===== src/rtl/cfcrc_pkg.sv =====
package cfcrc_pkg;

  // CRC-8 with the SAE J1850 parameters, processed MSB first
  localparam logic [7:0] CRC_POLY    = 8'h1D;
  localparam logic [7:0] CRC_INIT    = 8'hFF;
  localparam logic [7:0] CRC_XOROUT  = 8'hFF;
  localparam logic [7:0] COOLANT_OFS = 8'd40;

  typedef enum logic {
    FUNC_PACK   = 1'b0,
    FUNC_UNPACK = 1'b1
  } func_e;

  typedef enum logic [1:0] {
    KIND_VEHICLE = 2'd0,
    KIND_DIAG    = 2'd1,
    KIND_ENGINE  = 2'd2
  } kind_e;

  typedef struct packed {
    logic              func;
    logic [1:0]        msg_kind;
    logic [63:0]       frame_in;
    logic [15:0]       word_first;
    logic [15:0]       word_second;
    logic [2:0]        vehicle_mode;
    logic [4:0]        flag_bits;
    logic [7:0]        small_byte;
    logic [7:0]        extra_byte;
    logic signed [7:0] coolant_temp;
    logic [7:0]        alive_count;
  } codec_in_t;

  typedef struct packed {
    logic              crc_ok;
    logic [63:0]       frame_out;
    logic [15:0]       got_word_first;
    logic [15:0]       got_word_second;
    logic [2:0]        got_vehicle_mode;
    logic [4:0]        got_flag_bits;
    logic [7:0]        got_small_byte;
    logic [7:0]        got_extra_byte;
    logic signed [7:0] got_coolant_temp;
    logic [7:0]        got_alive_count;
  } codec_out_t;

  // Fold one payload byte into the running CRC register
  function automatic logic [7:0] crc8_byte(input logic [7:0] crc, input logic [7:0] data);
    logic [7:0] c;
    c = crc ^ data;
    for (int k = 0; k < 8; k++) begin
      if (c[7]) begin
        c = {c[6:0], 1'b0} ^ CRC_POLY;
      end else begin
        c = {c[6:0], 1'b0};
      end
    end
    return c;
  endfunction

endpackage


===== src/rtl/can_frame_crc8_signal_codec_unit.sv =====
// CAN payload codec: each beat either packs signal values into an 8-byte
// payload (alive counter in byte 6, CRC-8 poly 0x1D / init 0xFF / xorout 0xFF
// over bytes 0..6 in byte 7) or unpacks a received payload and checks its CRC,
// returning all-zero signals and crc_ok low on a mismatch or an unknown kind.
// Throughput is one beat per cycle while the output is not stalled. A beat
// passes through four register stages in order: payload assembly, CRC over
// bytes 0..2, CRC over bytes 3..6, then compare/decode into the output
// register. Each stage has its own valid bit, and bubbles are squeezed out
// under back-pressure.
module can_frame_crc8_signal_codec_unit
  import cfcrc_pkg::*;
(
  input  logic       clk_i,
  input  logic       rst_ni,
  input  logic       in_valid_i,
  output logic       in_ready_o,
  input  codec_in_t  in_i,
  output logic       out_valid_o,
  input  logic       out_ready_i,
  output codec_out_t out_o
);

  // Stage control flags
  logic s1_valid_q, s2_valid_q, s3_valid_q, out_valid_q;
  logic rdy1, rdy2, rdy3, rdy_out;

  // Per-stage payload
  logic        s1_unpack_q, s2_unpack_q, s3_unpack_q;
  logic        s1_kind_ok_q, s2_kind_ok_q, s3_kind_ok_q;
  logic [1:0]  s1_kind_q, s2_kind_q, s3_kind_q;
  logic [63:0] s1_frame_q, s2_frame_q, s3_frame_q;
  logic [7:0]  s2_crc_q, s3_crc_q;
  codec_out_t  out_q;

  logic [63:0] pack_frame;
  logic [63:0] s1_frame_d;
  logic [7:0]  s2_crc_d, s3_crc_d;
  codec_out_t  out_d;

  // Ready ripples back from the output; an empty stage always takes a beat
  assign rdy_out    = !out_valid_q || out_ready_i;
  assign rdy3       = !s3_valid_q || rdy_out;
  assign rdy2       = !s2_valid_q || rdy3;
  assign rdy1       = !s1_valid_q || rdy2;
  assign in_ready_o = rdy1;

  // Assemble the packed payload bytes 0..6 for the input kind
  always_comb begin
    pack_frame        = '0;
    pack_frame[15:0]  = in_i.word_first;
    pack_frame[31:16] = in_i.word_second;
    case (in_i.msg_kind)
      KIND_VEHICLE: begin
        pack_frame[7:0]   = {in_i.flag_bits, in_i.vehicle_mode};
        pack_frame[23:8]  = in_i.word_first;
        pack_frame[31:24] = {4'b0000, in_i.small_byte[3:0]};
        pack_frame[47:32] = in_i.word_second;
      end
      KIND_DIAG: begin
        pack_frame[39:32] = in_i.small_byte;
        pack_frame[47:40] = in_i.extra_byte;
      end
      KIND_ENGINE: begin
        pack_frame[39:32] = in_i.coolant_temp + COOLANT_OFS;
        pack_frame[47:40] = {7'b0000000, in_i.flag_bits[0]};
      end
      default: begin
        pack_frame = '0;
      end
    endcase
    pack_frame[55:48] = in_i.alive_count;
    s1_frame_d = (in_i.func == FUNC_UNPACK) ? in_i.frame_in : pack_frame;
  end

  // CRC over bytes 0..2, then bytes 3..6 with the final xor
  always_comb begin
    s2_crc_d = CRC_INIT;
    for (int i = 0; i < 3; i++) begin
      s2_crc_d = crc8_byte(s2_crc_d, s1_frame_q[8*i +: 8]);
    end
    s3_crc_d = s2_crc_q;
    for (int i = 3; i < 7; i++) begin
      s3_crc_d = crc8_byte(s3_crc_d, s2_frame_q[8*i +: 8]);
    end
    s3_crc_d = s3_crc_d ^ CRC_XOROUT;
  end

  // Compare and decode into the result beat
  always_comb begin
    out_d = '0;
    if (s3_kind_ok_q) begin
      if (!s3_unpack_q) begin
        out_d.crc_ok    = 1'b1;
        out_d.frame_out = {s3_crc_q, s3_frame_q[55:0]};
      end else if (s3_frame_q[63:56] == s3_crc_q) begin
        out_d.crc_ok          = 1'b1;
        out_d.got_alive_count = s3_frame_q[55:48];
        out_d.got_word_first  = s3_frame_q[15:0];
        out_d.got_word_second = s3_frame_q[31:16];
        case (s3_kind_q)
          KIND_VEHICLE: begin
            out_d.got_vehicle_mode = s3_frame_q[2:0];
            out_d.got_flag_bits    = s3_frame_q[7:3];
            out_d.got_word_first   = s3_frame_q[23:8];
            out_d.got_small_byte   = {4'b0000, s3_frame_q[27:24]};
            out_d.got_word_second  = s3_frame_q[47:32];
          end
          KIND_DIAG: begin
            out_d.got_small_byte = s3_frame_q[39:32];
            out_d.got_extra_byte = s3_frame_q[47:40];
          end
          KIND_ENGINE: begin
            out_d.got_coolant_temp = s3_frame_q[39:32] - COOLANT_OFS;
            out_d.got_flag_bits    = {4'b0000, s3_frame_q[40]};
          end
          default: begin
            out_d = '0;
          end
        endcase
      end
    end
  end

  // Advance valid bits
  always_ff @(posedge clk_i or negedge rst_ni) begin
    if (!rst_ni) begin
      s1_valid_q  <= 1'b0;
      s2_valid_q  <= 1'b0;
      s3_valid_q  <= 1'b0;
      out_valid_q <= 1'b0;
    end else begin
      if (rdy1) s1_valid_q <= in_valid_i;
      if (rdy2) s2_valid_q <= s1_valid_q;
      if (rdy3) s3_valid_q <= s2_valid_q;
      if (rdy_out) out_valid_q <= s3_valid_q;
    end
  end

  // Advance stage payloads; hold when the next stage is stalled
  always_ff @(posedge clk_i) begin
    if (rdy1 && in_valid_i) begin
      s1_unpack_q  <= (in_i.func == FUNC_UNPACK);
      s1_kind_q    <= in_i.msg_kind;
      s1_kind_ok_q <= (in_i.msg_kind == KIND_VEHICLE) || (in_i.msg_kind == KIND_DIAG) ||
                      (in_i.msg_kind == KIND_ENGINE);
      s1_frame_q   <= s1_frame_d;
    end
    if (rdy2 && s1_valid_q) begin
      s2_unpack_q  <= s1_unpack_q;
      s2_kind_q    <= s1_kind_q;
      s2_kind_ok_q <= s1_kind_ok_q;
      s2_frame_q   <= s1_frame_q;
      s2_crc_q     <= s2_crc_d;
    end
    if (rdy3 && s2_valid_q) begin
      s3_unpack_q  <= s2_unpack_q;
      s3_kind_q    <= s2_kind_q;
      s3_kind_ok_q <= s2_kind_ok_q;
      s3_frame_q   <= s2_frame_q;
      s3_crc_q     <= s3_crc_d;
    end
    if (rdy_out && s3_valid_q) begin
      out_q <= out_d;
    end
  end

  assign out_valid_o = out_valid_q;
  assign out_o       = out_q;

endmodule


===== config.mk =====
export PLATFORM = sky130hd
export DESIGN_NAME = can_frame_crc8_signal_codec_unit
export DESIGN_NICKNAME = d
export VERILOG_FILES = /design/src/rtl/cfcrc_pkg.sv /design/src/rtl/can_frame_crc8_signal_codec_unit.sv
export SDC_FILE = /design/constraint.sdc
export NUM_CORES = 1
export LEC_CHECK = 0
export BUFFER_PORTS_ARGS = -buffer_cell sky130_fd_sc_hd__buf_2
export CAP_MARGIN = 20
export CORE_ASPECT_RATIO = 0.75
export CORE_MARGIN = 2
export CORE_UTILIZATION = 56
export CTS_CLUSTER_DIAMETER = 40
export CTS_CLUSTER_SIZE = 8
export DETAILED_ROUTE_END_ITERATION = 7
export PLACE_DENSITY = 0.76
export SYNTH_ARGS = -nofsm -noshare
export SYNTH_HDL_FRONTEND = slang
export SYNTH_SLANG_ARGS = --single-unit

===== constraint.sdc =====
create_clock -name clk_i -period 8.9 [get_ports clk_i]
set_clock_uncertainty 0.2 [all_clocks]
set_input_delay 0.89 -clock clk_i [delete_from_list [all_inputs] [get_ports clk_i]]
set_output_delay 0.89 -clock clk_i [all_outputs]
set_load 0.02 [all_outputs]

### Yosys cells after proc, flatten, opt, wreduce, memory -nomap -nowiden

Index checks and enable logic that the tools add are counted.

| storage, ports and cells | value |
|---|---|
| bits in registers | 361 |
| bits in latches | 0 |
| bits in writable memories | 0 |
| bits in read-only memories | 0 |
| bits of input ports | 143 |
| output and inout bits | 139 |
| memories kept | 0 |

| cells by class | value |
|---|---|
| $add $sub $neg | 2 |
| multiply operators | 0 |
| divide/modulo/power cells | 0 |
| order comparisons | 0 |
| eq/ne operators | 5 |
| shift-type cells | 0 |
| mux-type cells | 68 |
| bitwise logic cells | 64 |
| reductions and logical operators | 23 |

Operators by type and width:

| kind | number |
|---|---|
| 5-bit two-way mux | 56 |
| 4-bit inverter | 56 |
| 137-bit two-way mux | 1 |
| 65-bit two-way mux | 2 |
| 35-bit one-hot mux with 2 select lines | 1 |
| 32-bit one-hot mux with 2 select lines | 1 |
| 56-bit two-way mux | 1 |
| 16-bit one-hot mux with 3 select lines | 1 |
| 8-bit XOR | 6 |
| 8-bit two-way mux | 3 |
| 8-bit inverter | 2 |
| 8-bit one-hot mux with 2 select lines | 1 |
| 4-bit AND reduction | 3 |
| 5-bit one-hot mux with 2 select lines | 1 |
| 8-bit by 6-bit adder with 8-bit output (second input constant) | 1 |
| 8-bit == test | 1 |
| 8-bit by 6-bit subtractor with 8-bit output (second input constant) | 1 |
| 1-bit logical OR | 6 |
| 2-bit by 1-bit == test with 1-bit output (second input constant) | 2 |
| 2-bit == test (second input constant) | 2 |
| 1-bit logical AND | 4 |
| 1-bit zero test | 4 |
| 2-bit zero test | 2 |
| 2-bit OR reduction | 2 |
| other kinds (2) | 2 |

### Logic depth before layout (Yosys ltp)

| logic depth | value |
|---|---|
| depth after elaboration | 69 |
| mapped depth | 7 |

### Worst setup path before layout

Ideal clock, no wire load.

| timing | value |
|---|---|
| kind | input to register |
| start point | input out_ready_i |
| end point | register out_q (netlist bit out_o[0]) (enable) |
| setup time | 0.651 ns |
| arrival time | 7.025 ns |
| required time | 8.049 ns |
| slack | 1.023 ns |
| stages | 2 |
| buffers on the path | 0 |
| cells stage by stage | nor2b_1 nor2b_1 |

| on the way | value |
|---|---|
| word-level cells in the longest chain between the ends | 2 |

Ends and longest elaborated chain:

| what | line | text |
|---|---|---|
| from (decl) | can_frame_crc8_signal_codec_unit.sv:19 | `input logic out_ready_i,` |
| 1-bit logical OR | can_frame_crc8_signal_codec_unit.sv:41 | `assign rdy_out = !out_valid_q \|\| out_ready_i;` |
| 1-bit logical AND | can_frame_crc8_signal_codec_unit.sv:162 | `if (rdy_out && s3_valid_q) begin` |
| to (signal assigned) | can_frame_crc8_signal_codec_unit.sv:163 | `out_q <= out_d;` |
| to (decl) | can_frame_crc8_signal_codec_unit.sv:33 | `codec_out_t out_q;` |

Every way passes these cells.
A chain may end at the register's enable or synchronous reset.

### Final worst setup path

| timing | value |
|---|---|
| start point | register s2_frame_q[26] |
| end point | register s3_crc_q[4], data pin |

| on the way | value |
|---|---|
| word-level cells in the longest chain between the ends | 38 |
| elaborated cells between the ends (all ways) | 61 |

Ends and longest elaborated chain:

| what | line | text |
|---|---|---|
| from (decl) | can_frame_crc8_signal_codec_unit.sv:31 | `logic [63:0] s1_frame_q, s2_frame_q, s3_frame_q;` |
| from (signal assigned) | can_frame_crc8_signal_codec_unit.sv:152 | `s2_frame_q <= s1_frame_q;` |
| 8-bit XOR * | cfcrc_pkg.sv:50 | `c = crc ^ data;` |
| 4-bit inverter (no source line) | -- |  |
| 5-bit two-way mux * | cfcrc_pkg.sv:52 | `if (c[7]) begin` |
| 4-bit inverter (no source line) | -- |  |
| 5-bit two-way mux * (2 in series) | cfcrc_pkg.sv:52 |  |
| 4-bit inverter (no source line) or 5-bit two-way mux (tied branches) | -- |  |
| 5-bit two-way mux or 4-bit inverter (tied branches) | -- |  |
| 4-bit inverter (no source line) or 5-bit two-way mux (tied branches) | -- |  |
| [... 22 more ...] | -- |  |
| 4-bit inverter (no source line) or 5-bit two-way mux (tied branches) | -- |  |
| 5-bit two-way mux | cfcrc_pkg.sv:52 |  |
| 4-bit inverter (no source line) | -- |  |
| 5-bit two-way mux | cfcrc_pkg.sv:52 |  |
| 4-bit inverter (no source line) | -- |  |
| 5-bit two-way mux * | cfcrc_pkg.sv:52 |  |
| 8-bit inverter (no source line) * | -- |  |
| via s3_crc_d[4] | can_frame_crc8_signal_codec_unit.sv:37 | `logic [7:0] s2_crc_d, s3_crc_d;` |
| to (signal assigned) | can_frame_crc8_signal_codec_unit.sv:160 | `s3_crc_q <= s3_crc_d;` |
| to (decl) | can_frame_crc8_signal_codec_unit.sv:32 | `logic [7:0] s2_crc_q, s3_crc_q;` |

The timed path passes the listed nets; every way through them passes the cells marked *.

==> impl_metrics.yaml <==
worst_setup_path:
  r2r_cells: 6
  cpPeakStageDelay_ns: 0.53
  path_cells: "xnor2_2 -> xnor3_2 -> xor3_2 -> xnor3_2 -> xnor3_2 -> xnor3_1"
  crit_path_top_delay_cell: "xnor3_2"
  cp-start-kind: "register"
  crit_buf_inv: 0
  crit_top_cell: "xnor3_2"
  reg2reg_slack_ns: 5.55
  arrival_ns: 3.43
  cp.depth: 6
  critPathKind: "register to register"
  worstPathRequired_ns: 8.98
  end_kind: "register"
  crit_fanout: 6
  cp_top_family: "XOR/XNOR gates"
logic_synthesis:
  syn_area_per_cell_um2: 16.3
  syn-num-nets: 1104
  synth_top_family_by_area: "XOR/XNOR gates"
  synth_fa_ha_area_share_pct: 0.889
  seq_area_frac_synth_pct: 69.9
  synthDistinctLibCells: 36
  synthTopCellsByArea: "edfxtp_1 (69%), xnor2_1 (5.3%), and2_1 (4.0%)"
  synth_xor_area_share_pct: 13.5
  async_reset_ff_share_pct: 1.11
  netlist_area_um2: 15500
  netlist.area_leader.share_pct: 69.2
  ys_ff_latch: 361
  yosys.area_share.simple_pct: 7.66
  muxShareOfSynthArea_pct: 0.582
  synth_ff_type: "edfxtp_1"
  yosysWarnings: 0
  synth_top_cell_by_area: "edfxtp_1"
  synthCells: 950
  synth_compound_area_share_pct: 6.12
  synth-edff-count: 357
sta:
  fin_crit_sh_pct: 37.7
  setup-violations-final: 0
  slew_headroom_pct: 32.1
  hold_viol: 0
  drv_slew: 0
  layout_min_cycle_time_ns: 3.35
  max_freq_mhz: 298
  tns_ns: 0
  worst_pin_slew_ns: 1.02
  rsz0062_at_grt: "false"
floorplanning:
  fp.dieArea_um2: 29000
  die_w_um: 196
  die_h_um: 148
  io_pins: 282
  core_um2: 27100
  start_util_pct: 57.2
  rows: 52
route:
  vias: 8931
  ant_nets: 0
  post_drt_wl_per_cell_um: 21.7
  routed_wirelength_um: 35200
  drc: 0
  vias_per_cell: 5.51
  dr.pass1.iters: 8
  drt_iter0_markers: 839
worst_hold_path:
  worstHoldPathCells: 0
  hp-class: "register to register"
clock_network:
  clk_pin_slew_worst_paths_ns: 0.05
  htree_levels: 2
  cts_tree: "yes"
  cts_max_path_buffers: 3
  root_buffer: "clkbuf_16"
  cts_setup_buffers: 0
  cts_made_buffers: 53
  clock_latency_ns: 0.54
  cts.sinks: 361
power_and_ir_drop:
  irDropWorstVdd_mv: 0.907
  p_leak_nw: 7.67
  power_density_nw_per_um2: 487
global_route:
  grt_pass1_wl_um: 52800
  first_global_vias: 8814
  grt.total_usage_pct: 24.4
  overflow: 0
  antenna_found_initial: 0
  grt_max_degree: 81
finish:
  fin_nets: 1403
  drive_gt1_share_pct: 32.1
  area_growth_pct: 21.2
  final_util_pct: 69.3
  diodes: 0
job:
  cap_violations: 0
placement:
  hpwlAfterDp_um: 24900
  gp_congestion: 0.882
  port_buffers: 281
status:
  status: "finished, final reports clean"
-- layout make-up --
type / count / area [um^2]
sequential: 361 / 10800
fill: 1827 / 8300
multi-input combinational: 532 / 4470
timing repair buffer: 291 / 1500
clock buffer: 69 / 1430
tap: 351 / 439
clock inverter: 6 / 61.3
inverter: 10 / 37.5
-- logic make-up (layout without fill, tap and decap cells) --
kind of cell,count (synthesis),in the layout
compound gates,134,134
xor+xnor,164,164
fa+ha+maj,11,11
buf+inv,57,376
flops,361,361
mux,8,8
simple gates,215,215
-- cells in the final DEF, fill, tap and decap left out, drive strengths merged, types with 7 or more instances in the layout --
master    n
a222oi    9
a22oi    36
a31o     29
and2    100
and3     38
buf     290
clkbuf   69
edfxtp  357
ha       11
inv      10
mux2      8
nand2    55
nor2      7
o21ai    50
xnor2    96
xnor3    34
xor2     25
xor3      9
-- registers in the layout, summed over array words and instances, names as in the netlist, 2 cells and up --
register and count:
out_o 137, s1_frame_q 64, s1_kind_q 2, s2_crc_q 8, s2_frame_q 64, s2_kind_q 2, s3_crc_q 8, s3_frame_q 64
s3_kind_q 2
-- what timing repair did --
item	4_1_cts	5_1_grt
hold buffers	1	0
gates resized for setup	0	0
setup endpoints to repair	0	0
endpoints found under the hold margin	4	0
-- where the power goes --
| part | internal, W | switching (W) | leakage, nW |
|---|---|---|---|
| clock | 0.00113 | 0.000649 | 0.716 |
| sequential | 0.00251 | 0.000153 | 3.59 |
| combinational | 0.00285 | 0.00185 | 3.36 |
| total | 0.00649 | 0.00265 | 7.67 |
-- stage by stage --
stage	worst slack, ns	total power [W]	hold WS (ns)	area (um^2)	instances
6_report	5.55	0.00914	0.203	18800	1620
5_1_grt	5.43	0.00957	0.218	18800	1620
4_1_cts	5.57	0.00913	0.205	18700	1619
3_5_place_dp	5.56	0.00732	0.205	17200	1543
3_3_place_gp	5.63	0.00717	0.202	17200	1543
2_1_floorplan	1.02	0.00659	0.200	15500	950
-- synthesized netlist by cell type (3+ instances only) --
cell	n
xor3_1	6
a22o_1	4
and3_1	38
nor2_1	7
nand2b_1	3
mux2_2	8
xnor2_2	3
ha_1	11
nor2b_1	5
nand2_1	55
xnor3_1	27
xnor2_1	93
and2_1	100
xnor3_2	5
a222oi_1	9
dfrtp_1	4
xor2_1	24
clkbuf_1	45
o21ai_0	50
inv_1	9
a32o_1	3
a31o_2	29
edfxtp_1	357
a22oi_1	36
-- worst paths after layout --
| path | start | to |
|---|---|---|
| min | s2_frame_q[18]$_DFFE_PP_ | s3_frame_q[18]$_DFFE_PP_ |
| min reg2reg | s2_frame_q[18]$_DFFE_PP_ | s3_frame_q[18]$_DFFE_PP_ |
| max reg2reg | s2_frame_q[26]$_DFFE_PP_ | s3_crc_q[4]$_DFFE_PP_ |
| max in group asynchronous | rst_ni | s3_valid_q$_DFFE_PN0P_ |
| min in group asynchronous | rst_ni | s1_valid_q$_DFFE_PN0N_ |
| max | s2_frame_q[26]$_DFFE_PP_ | s3_crc_q[4]$_DFFE_PP_ |
-- per-layer routing --
layer | global-route usage (%) | up-vias | routed length [um]
met5 | 0 | - | 0
met4 | 6.25 | 0 | 590
met3 | 5.13 | 46 | 3070
met2 | 34.3 | 467 | 14900
met1 | 39.1 | 4293 | 16700
li1 | - | 4125 | -
-- worst reg2reg max path, delay by kind of cell (launching register included) --
family	cells	cell delay [ns]
DFF	1	0.43
xor gates and xnor gates	6	2.45
(Power assumes the default switching activity.)
